[config.mk]
export PLATFORM = sky130hd
export DESIGN_NAME = salc_way_scan
export DESIGN_NICKNAME = d
export VERILOG_FILES = /design/src/rtl/core/salc_pkg.sv /design/src/rtl/core/salc_way_scan.sv
export SDC_FILE = /design/constraint.sdc
export NUM_CORES = 1
export LEC_CHECK = 0
export BUFFER_PORTS_ARGS = -buffer_cell sky130_fd_sc_hd__buf_2
export CAP_MARGIN = 40
export CORE_AREA = 2 2 133 135
export DETAILED_ROUTE_END_ITERATION = 10
export DIE_AREA = 0 0 135 137
export PLACE_DENSITY = 0.59
export SETUP_SLACK_MARGIN = 0.15
export SYNTH_ARGS = -nofsm -noshare
export SYNTH_HDL_FRONTEND = slang
export SYNTH_SLANG_ARGS = --single-unit
[constraint.sdc]
create_clock -name i_clk -period 3.3 [get_ports i_clk]
set_clock_uncertainty 0.2 [all_clocks]
set_input_delay 0.66 -clock i_clk [delete_from_list [all_inputs] [get_ports i_clk]]
set_output_delay 0.66 -clock i_clk [all_outputs]
set_load 0.01 [all_outputs]
[src/rtl/core/salc_pkg.sv]
// Shared constants, codes and types for the set-associative LRU cache model.
package salc_pkg;

    localparam int MAX_SET_BITS = 6;
    localparam int MAX_WAYS     = 8;

    localparam int SET_W    = (MAX_SET_BITS > 0) ? MAX_SET_BITS : 1;
    localparam int NUM_SETS = 1 << SET_W;
    localparam int WAY_W    = (MAX_WAYS > 1) ? $clog2(MAX_WAYS) : 1;
    localparam int WCNT_W   = $clog2(MAX_WAYS + 1);
    localparam int RANK_W   = WAY_W;

    localparam int ADDR_W     = 32;
    localparam int TAG_W      = 32;
    localparam int CNT_W      = 32;
    localparam int CFG_IDX_W  = 2;
    localparam int CFG_DATA_W = 8;

    localparam logic [RANK_W-1:0] RANK_MAX = RANK_W'(MAX_WAYS - 1);

    typedef enum logic [1:0] {
        KIND_LOAD   = 2'd0,
        KIND_STORE  = 2'd1,
        KIND_MODIFY = 2'd2,
        KIND_OTHER  = 2'd3
    } t_kind;

    localparam logic [CFG_IDX_W-1:0] CFG_SET_BITS   = 2'd0;
    localparam logic [CFG_IDX_W-1:0] CFG_WAYS       = 2'd1;
    localparam logic [CFG_IDX_W-1:0] CFG_BLOCK_BITS = 2'd2;

    typedef struct packed {
        logic [MAX_WAYS-1:0]             vld;
        logic [MAX_WAYS-1:0][TAG_W-1:0]  tag;
        logic [MAX_WAYS-1:0][RANK_W-1:0] rank;
    } t_row;

    typedef struct packed {
        logic              found;
        logic [WAY_W-1:0]  hit_way;
        logic              have_inv;
        logic [WAY_W-1:0]  inv_way;
        logic [WAY_W-1:0]  best_way;
        logic [RANK_W-1:0] best_rank;
    } t_scan;

endpackage

[src/rtl/core/salc_way_scan.sv]
// Shared per-way compare unit: tag match, first empty way and oldest way.
module salc_way_scan (
    input  logic                       i_clk,
    input  logic                       i_start,
    input  logic                       i_step,
    input  logic [salc_pkg::WAY_W-1:0] i_way,
    input  salc_pkg::t_row             i_row,
    input  logic [salc_pkg::TAG_W-1:0] i_tag,
    output salc_pkg::t_scan            o_scan
);
    import salc_pkg::*;

    t_scan             r_scan;
    logic              w_vld;
    logic [TAG_W-1:0]  w_tag;
    logic [RANK_W-1:0] w_rank;

    assign w_vld  = i_row.vld[i_way];
    assign w_tag  = i_row.tag[i_way];
    assign w_rank = i_row.rank[i_way];

    always_ff @(posedge i_clk) begin
        if (i_start) begin
            r_scan <= '0;
        end else if (i_step) begin
            if (!r_scan.found && w_vld && (w_tag == i_tag)) begin
                r_scan.found   <= 1'b1;
                r_scan.hit_way <= i_way;
            end
            if (!r_scan.have_inv && !w_vld) begin
                r_scan.have_inv <= 1'b1;
                r_scan.inv_way  <= i_way;
            end
            if ((i_way == '0) || (w_rank > r_scan.best_rank)) begin
                r_scan.best_way  <= i_way;
                r_scan.best_rank <= w_rank;
            end
        end
    end

    assign o_scan = r_scan;

endmodule

Word-level counts from Yosys, hierarchy flattened
Index checks and enable logic that the tools add are counted.

word-level totals
  register bits after elaboration = 14
  bits of input ports = 326
  output and inout bits = 14
  word-level logic and storage cells = 26

operators by class
  $lt $le $gt $ge = 2
  equal/unequal tests = 1
  muxes and demuxes = 6
  reductions and logical operators = 11

operators with widths
  kind                                                                           count
  32-bit binary-select mux with 3-bit select                                     1
  32-bit equality test                                                           1
  32-bit two-way mux                                                             1
  3-bit binary-select mux with 3-bit select                                      1
  2-bit AND reduction                                                            3
  3-bit by 4-bit less-than comparator with 1-bit output (second input constant)  1
  1-bit binary-select mux with 3-bit select                                      1
  3-bit greater-than comparator                                                  1
  1-bit logical AND                                                              3
  1-bit zero test                                                                3
  3-bit zero test                                                                1
  3-bit two-way mux                                                              1
  1-bit logical OR                                                               1
  1-bit two-way mux                                                              1

Logic depth before layout (Yosys ltp)
Gate-level depths: netlist of the first run.

  depth in word-level cells = 5
  mapped depth = 13
  depth with buffers taken out = 10

Least setup slack after synthesis of the first run
No wires, ideal clock.

  path kind = input -> register
  start point = in i_way[0] in the netlist's numbering
  end point = reg r_scan, in the netlist o_scan[3]
  library setup time = 0.128 ns
  arrival time = 3.099 ns
  required time = 2.972 ns
  setup slack = -0.127 ns
  cell stages on the path = 13
  buffers on the path = 3
  cells stage by stage = buf_6 buf_6 buf_4 mux4_2 nand2_1 nand2_1 ha_1 a21o_1 a21oi_1 a31oi_1 o21ai_1 mux2i_1 nor2_1

between the ends
  word-level cells in the longest chain between the ends = 5
  elaborated cells between the ends (all ways) = 6
  those cells by class = 1 x order compare; 2 x mux; 3 x reduce/logical

RTL lines
  item                                       RTL line             source
  start: declaration                         salc_way_scan.sv:6   input logic [salc_pkg::WAY_W-1:0] i_way,
  3-bit binary-select mux with 3-bit select  salc_way_scan.sv:20  assign w_rank = i_row.rank[i_way];
  3-bit two-way mux (not written as such)    salc_way_scan.sv:20
  net w_rank[1]                              salc_way_scan.sv:16  logic [RANK_W-1:0] w_rank;
  3-bit greater-than comparator              salc_way_scan.sv:34  if ((i_way == '0) || (w_rank > r_scan.best_rank)) begin
  1-bit logical OR                           salc_way_scan.sv:34
  2-bit AND reduction (no line)              n/a
  end: declaration                           salc_way_scan.sv:13  t_scan r_scan;

The timed path passes the listed nets, and every way through them passes these cells. The select of a mux whose other input is x is not followed.
A chain may end at the register's enable or synchronous reset.

Worst setup path in the final report of the first run
Same ends and word-level chain as after synthesis.

==> results.cfg, run 1 <==
[outcome]
status = finished clean

[finish]
regArea_um2 = 280
mostFrequentLayoutCell = buf_2
multi_input_area_mm2 = 0.00281
stdcell_count = 863
largest_reg_flops = 14
drive_above_1_share_pct = 71.5
fillers = 1773
fin_nets = 966
utilization_pct = 32.7
final_cell_mix = buf_2, mux4_2, mux2i_1, buf_4, xnor2_1
area_delta_synth_final_pct = 70.5

[detailed_routing]
ant_nets = 0
vias = 3943
drt_iter0_drc = 112
drtPass1Iterations = 4
drc = 0
routedWlPerCell_um = 17.1
vias_per_cell = 4.57
wl_um = 14700

[cts]
clk_pin_slew_worst_paths_ns = 0.05
cts_buffer_depth = 2
worstSkewPairLatency_ns = 0.24
cts_tree = built
cts_hold_buf = 0
root_buffer = clkbuf_16
htree_levels = 1
cts_buffers = 3
numClockSinks = 14

[sta]
setup_viol = 0
maxSlewViolCount = 0
hold_slack_ns = 0.266
rsz0062_at_grt = yes
fmax_mhz = 337
fin_crit_sh_pct = 89.9
tightest_slew_ns = 0.467
min_period_ns = 2.97
slew_headroom_pct = 68.0
hold_viol = 0

[global_routing]
grt_antenna_before_repair = 2
grt_pass1_vias = 3907
grt_max_degree = 49
gr-usage-all-layers_pct = 14.5
overflow = 0
grt_pass1_wl_um = 20800

[floorplan]
dieWidth_um = 135
initial_utilization_pct = 19.2
placementRows = 48
core_area_mm2 = 0.0171
die_h_um = 137
boundaryPins = 340
dieArea_mm2 = 0.0185

[logic_synthesis]
yosys-top-cells-area = mux4_2, mux2i_1, dfxtp_1
synth_top_area_share_pct = 38.5
synth_edf_count = 0
netlist_instances = 279
ys.flop_type = dfxtp_1
syn_area_mm2 = 0.00328
syn_area_per_cell_um2 = 11.7
yosys_warnings = 0
ys_seq_elements = 14
seq_area_frac_synth_pct = 8.56
async_flop_share_pct = 0
synth_fp_nets = 608
synth_area_leader_cell = mux4_2
yosys.cell_types.count = 48

[setup_path]
critPathArrivalTime_ns = 2.89
critPathLaunch = i_way[0]
r2r_end = o_scan[3]
r2r_cells = 9
critPathLaunchType = input port
r2r_slack_ns = 1.35
crit_fanout = 7
crit_type = input port to flip-flop
rr_startpoint = o_scan[1]
end_kind = flip-flop
crit_required_ns = 3.22
crit_end = o_scan[3]

[min_path]
min-delay-path-class = flip-flop to flip-flop

[placement]
post-dp-hpwl_um = 12900
post-place-cells = 848
numPortBuffers = 339
gp_congestion = 0.891

[power_and_ir_drop]
ir_worst_vdd_v = 0.000211
power_leakage_nw = 2.72
p_per_area_mw_per_mm2 = 211

[run]
drv_cap = 0
[synthesized netlist by cell type, types with 3 or more instances]
cell and n:
a21oi_1 12, a22oi_1 6, buf_1 3, buf_2 7, buf_4 3, buf_6 5
dfxtp_1 14, ha_1 3, inv_1 6, mux2_2 8, mux2i_1 47, mux4_1 4
mux4_2 56, nand2_1 8, nand4bb_1 3, nor2_1 15, nor3_1 3, nor4_2 3
o22ai_1 4, o31ai_1 3, or2_2 3, xnor2_1 24
[stage by stage]
stage          cell area, µm²  setup WS, ns  power, mW  TNS (ns)
5_1_grt                  5590         0.140       1.26         0
3_3_place_gp             5340        0.0301      0.903         0
4_1_cts                  5430         0.241       1.16         0
6_report                 5590         0.333       1.18         0
3_5_place_dp             5340      -0.00661      0.910  -0.00661
2_1_floorplan            3310         0.156      0.607         0
[layer usage]
layer / GRT usage (%) / part of all wire, % / up-vias
li1: - / - / 1871
met5: 0 / 0 / -
met1: 18.2 / 40 / 1853
met4: 2.14 / 0.67 / 0
met3: 2.59 / 8.3 / 8
met2: 26.7 / 51 / 211
[worst max-delay path, stage by stage]
cell	delay (ns)
buf_8	0.13
buf_12	0.14
mux4_2	0.49
nand2_1	0.07
nand2_1	0.08
ha_1	0.31
a21o_1	0.16
a21oi_1	0.13
a31oi_1	0.07
o21ai_2	0.21
buf_6	0.14
mux2i_2	0.21
nor2_1	0.05
[final cells by class]
class                      instances  area share, %
sequential                        14           5.02
inverter                           7          0.470
tap                              225           5.04
clock buffer                       4           1.59
antenna                            2         0.0896
multi-input combinational        236           50.3
timing repair buffer             375           37.5
[kinds of logic after synthesis]
logic type / share of synthesized area (%)
and+or+nand+nor: 10.3
xor gates and xnor gates: 6.95
buffers and inverters: 6.07
AOI/OAI and AO/OA: 8.17
muxes: 58.8
adders and majority gates: 1.15
DFF: 8.56
[what timing repair did]
| action | in CTS | in global routing |
|---|---|---|
| endpoints found under the hold margin | 0 | 0 |
| setup endpoints to repair | 0 | 9 |
| resized for setup | 0 | 6 |
| buffers inserted | 0 | 7 |
[where the power goes]
group | switching, mW | total (mW) | leakage [nW] | internal [mW]
Sequential | 0.00730 | 0.191 | 0.114 | 0.184
Clock | 0.0700 | 0.254 | 0.0442 | 0.184
Combinational | 0.296 | 0.734 | 2.56 | 0.438
Total | 0.374 | 1.18 | 2.72 | 0.806
[worst min-delay path by stage]
stage                           from    endpoint  slack (ns)  cells past startpoint
final                     o_scan[13]  o_scan[13]        0.27                      2
after global routing      o_scan[13]  o_scan[13]        0.30                      2
after CTS                 o_scan[11]  o_scan[11]        0.27                      2
after detailed placement  o_scan[11]  o_scan[11]        0.26                      2
after global placement    o_scan[13]  o_scan[13]        0.26                      2
after floorplan           o_scan[13]  o_scan[13]        0.28                      2
Note: power is estimated with default switching activity, not from simulation.
==> run 2, diff against run 1 <==
--- a/config.mk
+++ b/config.mk
@@ -7,10 +7,10 @@
 export LEC_CHECK = 0
 export BUFFER_PORTS_ARGS = -buffer_cell sky130_fd_sc_hd__buf_2
 export CAP_MARGIN = 40
-export CORE_AREA = 2 2 133 135
+export CORE_AREA = 2 2 134 136
 export DETAILED_ROUTE_END_ITERATION = 10
-export DIE_AREA = 0 0 135 137
-export PLACE_DENSITY = 0.59
+export DIE_AREA = 0 0 136 138
+export PLACE_DENSITY = 0.57
 export SETUP_SLACK_MARGIN = 0.15
 export SYNTH_ARGS = -nofsm -noshare
 export SYNTH_HDL_FRONTEND = slang
==> constraint.sdc (replaced) <==
create_clock -name i_clk -period 3.06 [get_ports i_clk]
set_clock_uncertainty 0.2 [all_clocks]
set_input_delay 0.612 -clock i_clk [delete_from_list [all_inputs] [get_ports i_clk]]
set_output_delay 0.612 -clock i_clk [all_outputs]
set_load 0.01 [all_outputs]
==> results.cfg, run 2 (synthesized netlist as in run 1, its figures left out) <==
[outcome]
status = finished clean

[floorplan]
dieWidth_um = 136
boundaryPins = 340
initial_utilization_pct = 18.7
core_area_mm2 = 0.0175
placementRows = 49
dieArea_mm2 = 0.0188
die_h_um = 138

[sta]
setup_tns_ns = 0
fin_crit_sh_pct = 92.3
rsz0062_at_grt = yes
fmax_mhz = 354
hold_viol = 0
maxSlewViolCount = 0
min_period_ns = 2.82
setup_viol = 0
tightest_slew_ns = 0.395
slew_headroom_pct = 72.9
hold_slack_ns = 0.266

[setup_path]
cp_num_cells = 13
crit_top_cell = nand2_2
crit_required_ns = 3.04
end_kind = flip-flop
r2r_cells = 9
crit_chain = buf_16 > buf_12 > mux4_2 > nand2_2 > nand2_2 > ha_4 > a21o_1 > a21oi_1 > a31oi_1 > o21ai_2 > buf_4 > or2_2 > a21oi_2
slowest_delay_ns = 0.51
critical_path_buf_inv_count = 3
crit_fanout = 6
critPathArrivalTime_ns = 2.80
crit_type = input port to flip-flop
cp_slowest_cell = mux4_2
critPathLaunchType = input port
critical-path-top-delay-family = compound AO/OA/AOI/OAI gates

[global_routing]
grt_antenna_before_repair = 0
grt_pass1_wl_um = 20900
grt_pass1_vias = 4152
overflow = 0
gr-usage-all-layers_pct = 14.2
grt_max_degree = 40

[finish]
num_antenna_cells = 0
drive_above_1_share_pct = 75.4
mostFrequentLayoutCell = buf_2
final_cell_mix = buf_2, mux4_2, buf_4, mux2i_1, xnor2_1
area_delta_synth_final_pct = 83.6
largest_reg_flops = 14
fin_nets = 989
utilization_pct = 34.3

[power_and_ir_drop]
p_per_area_mw_per_mm2 = 221
comb_power_share_pct = 66.3
p_int_uw = 898
ir_worst_vdd_v = 0.000195
switchingPower_uw = 431
swShare_pct = 32.4
power_leakage_nw = 2.89
clockPowerShare_pct = 18.2
seqPwrFrac_pct = 15.5

[cts]
clk_pin_slew_worst_paths_ns = 0.05
cts_buffer_depth = 2
cts_buffers = 3
numClockSinks = 14
htree_levels = 1
cts_tree = built
cts_hold_buf = 0
worstSkewPairLatency_ns = 0.24
root_buffer = clkbuf_16

[min_path]
min-delay-path-class = flip-flop to flip-flop
min_path_cells = 2

[detailed_routing]
ant_nets = 0
drt_iter0_drc = 108
vias = 4011
vias_per_cell = 4.52
wl_um = 15000
routedWlPerCell_um = 16.9
drtPass1Iterations = 5
drc = 0

[placement]
gp_congestion = 0.857
post-dp-hpwl_um = 12300
numPortBuffers = 339

[run]
drv_cap = 0
## run 2: changes by cell type in the layout (fill, tap and decap cells not counted), sizes merged
cell / previous run / this run
buf: 372 / 394
diode: 2 / 0
## run 2: final timing paths
kind	slack, ns	start	to
setup / recovery	0.24	i_way[0]	o_scan[0]
hold / removal	0.27	o_scan[12]	o_scan[12]
setup reg to reg	1.15	o_scan[1]	o_scan[0]
hold reg to reg	0.27	o_scan[12]	o_scan[12]
## run 2: cell type report
cell class	count	area, µm²
fill	1840	11500
multi-input combinational	236	2940
timing repair buffer	398	2400
tap	229	287
sequential	14	280
clock buffer	3	75.1
inverter	7	26.3
## run 2: worst min-delay path, stage by stage (launching register included)
cell     delay (ns)
dfxtp_1        0.31
o31ai_2        0.05
a21oi_1        0.05
## run 2: power by group through the flow
stage | registers [mW] | logic, mW | clock network [mW]
global placement | 0.209 | 0.779 | 0
global route | 0.208 | 0.960 | 0.257
CTS | 0.206 | 0.816 | 0.248
detailed placement | 0.210 | 0.787 | 0
finish | 0.206 | 0.882 | 0.242
floorplan | 0.217 | 0.438 | 0
## run 2: timing repair
item / in CTS / in global routing
endpoints found under the setup margin: 8 / 9
pin swaps: 6 / 8
setup buffers: 2 / 13
gates resized for setup: 13 / 28
cloned: 3 / 3
## run 2: layer usage
| metal | wire length [µm] | GRT usage [%] |
|---|---|---|
| met1 | 6080 | 17.9 |
| met2 | 7670 | 25.6 |
| met3 | 1110 | 2.53 |
| met4 | 117 | 1.70 |
| met5 | 0 | 0 |
## run 2: per-stage QoR
step | worst slack (ns) | cells | power [mW] | area, µm²
floorplan | -0.0335 | 279 | 0.655 | 3310
global placement | -0.202 | 863 | 0.988 | 5450
detailed placement | -0.218 | 863 | 0.997 | 5450
CTS | 0.129 | 871 | 1.27 | 5670
global route | 0.0872 | 887 | 1.42 | 6010
finish | 0.236 | 887 | 1.33 | 6010
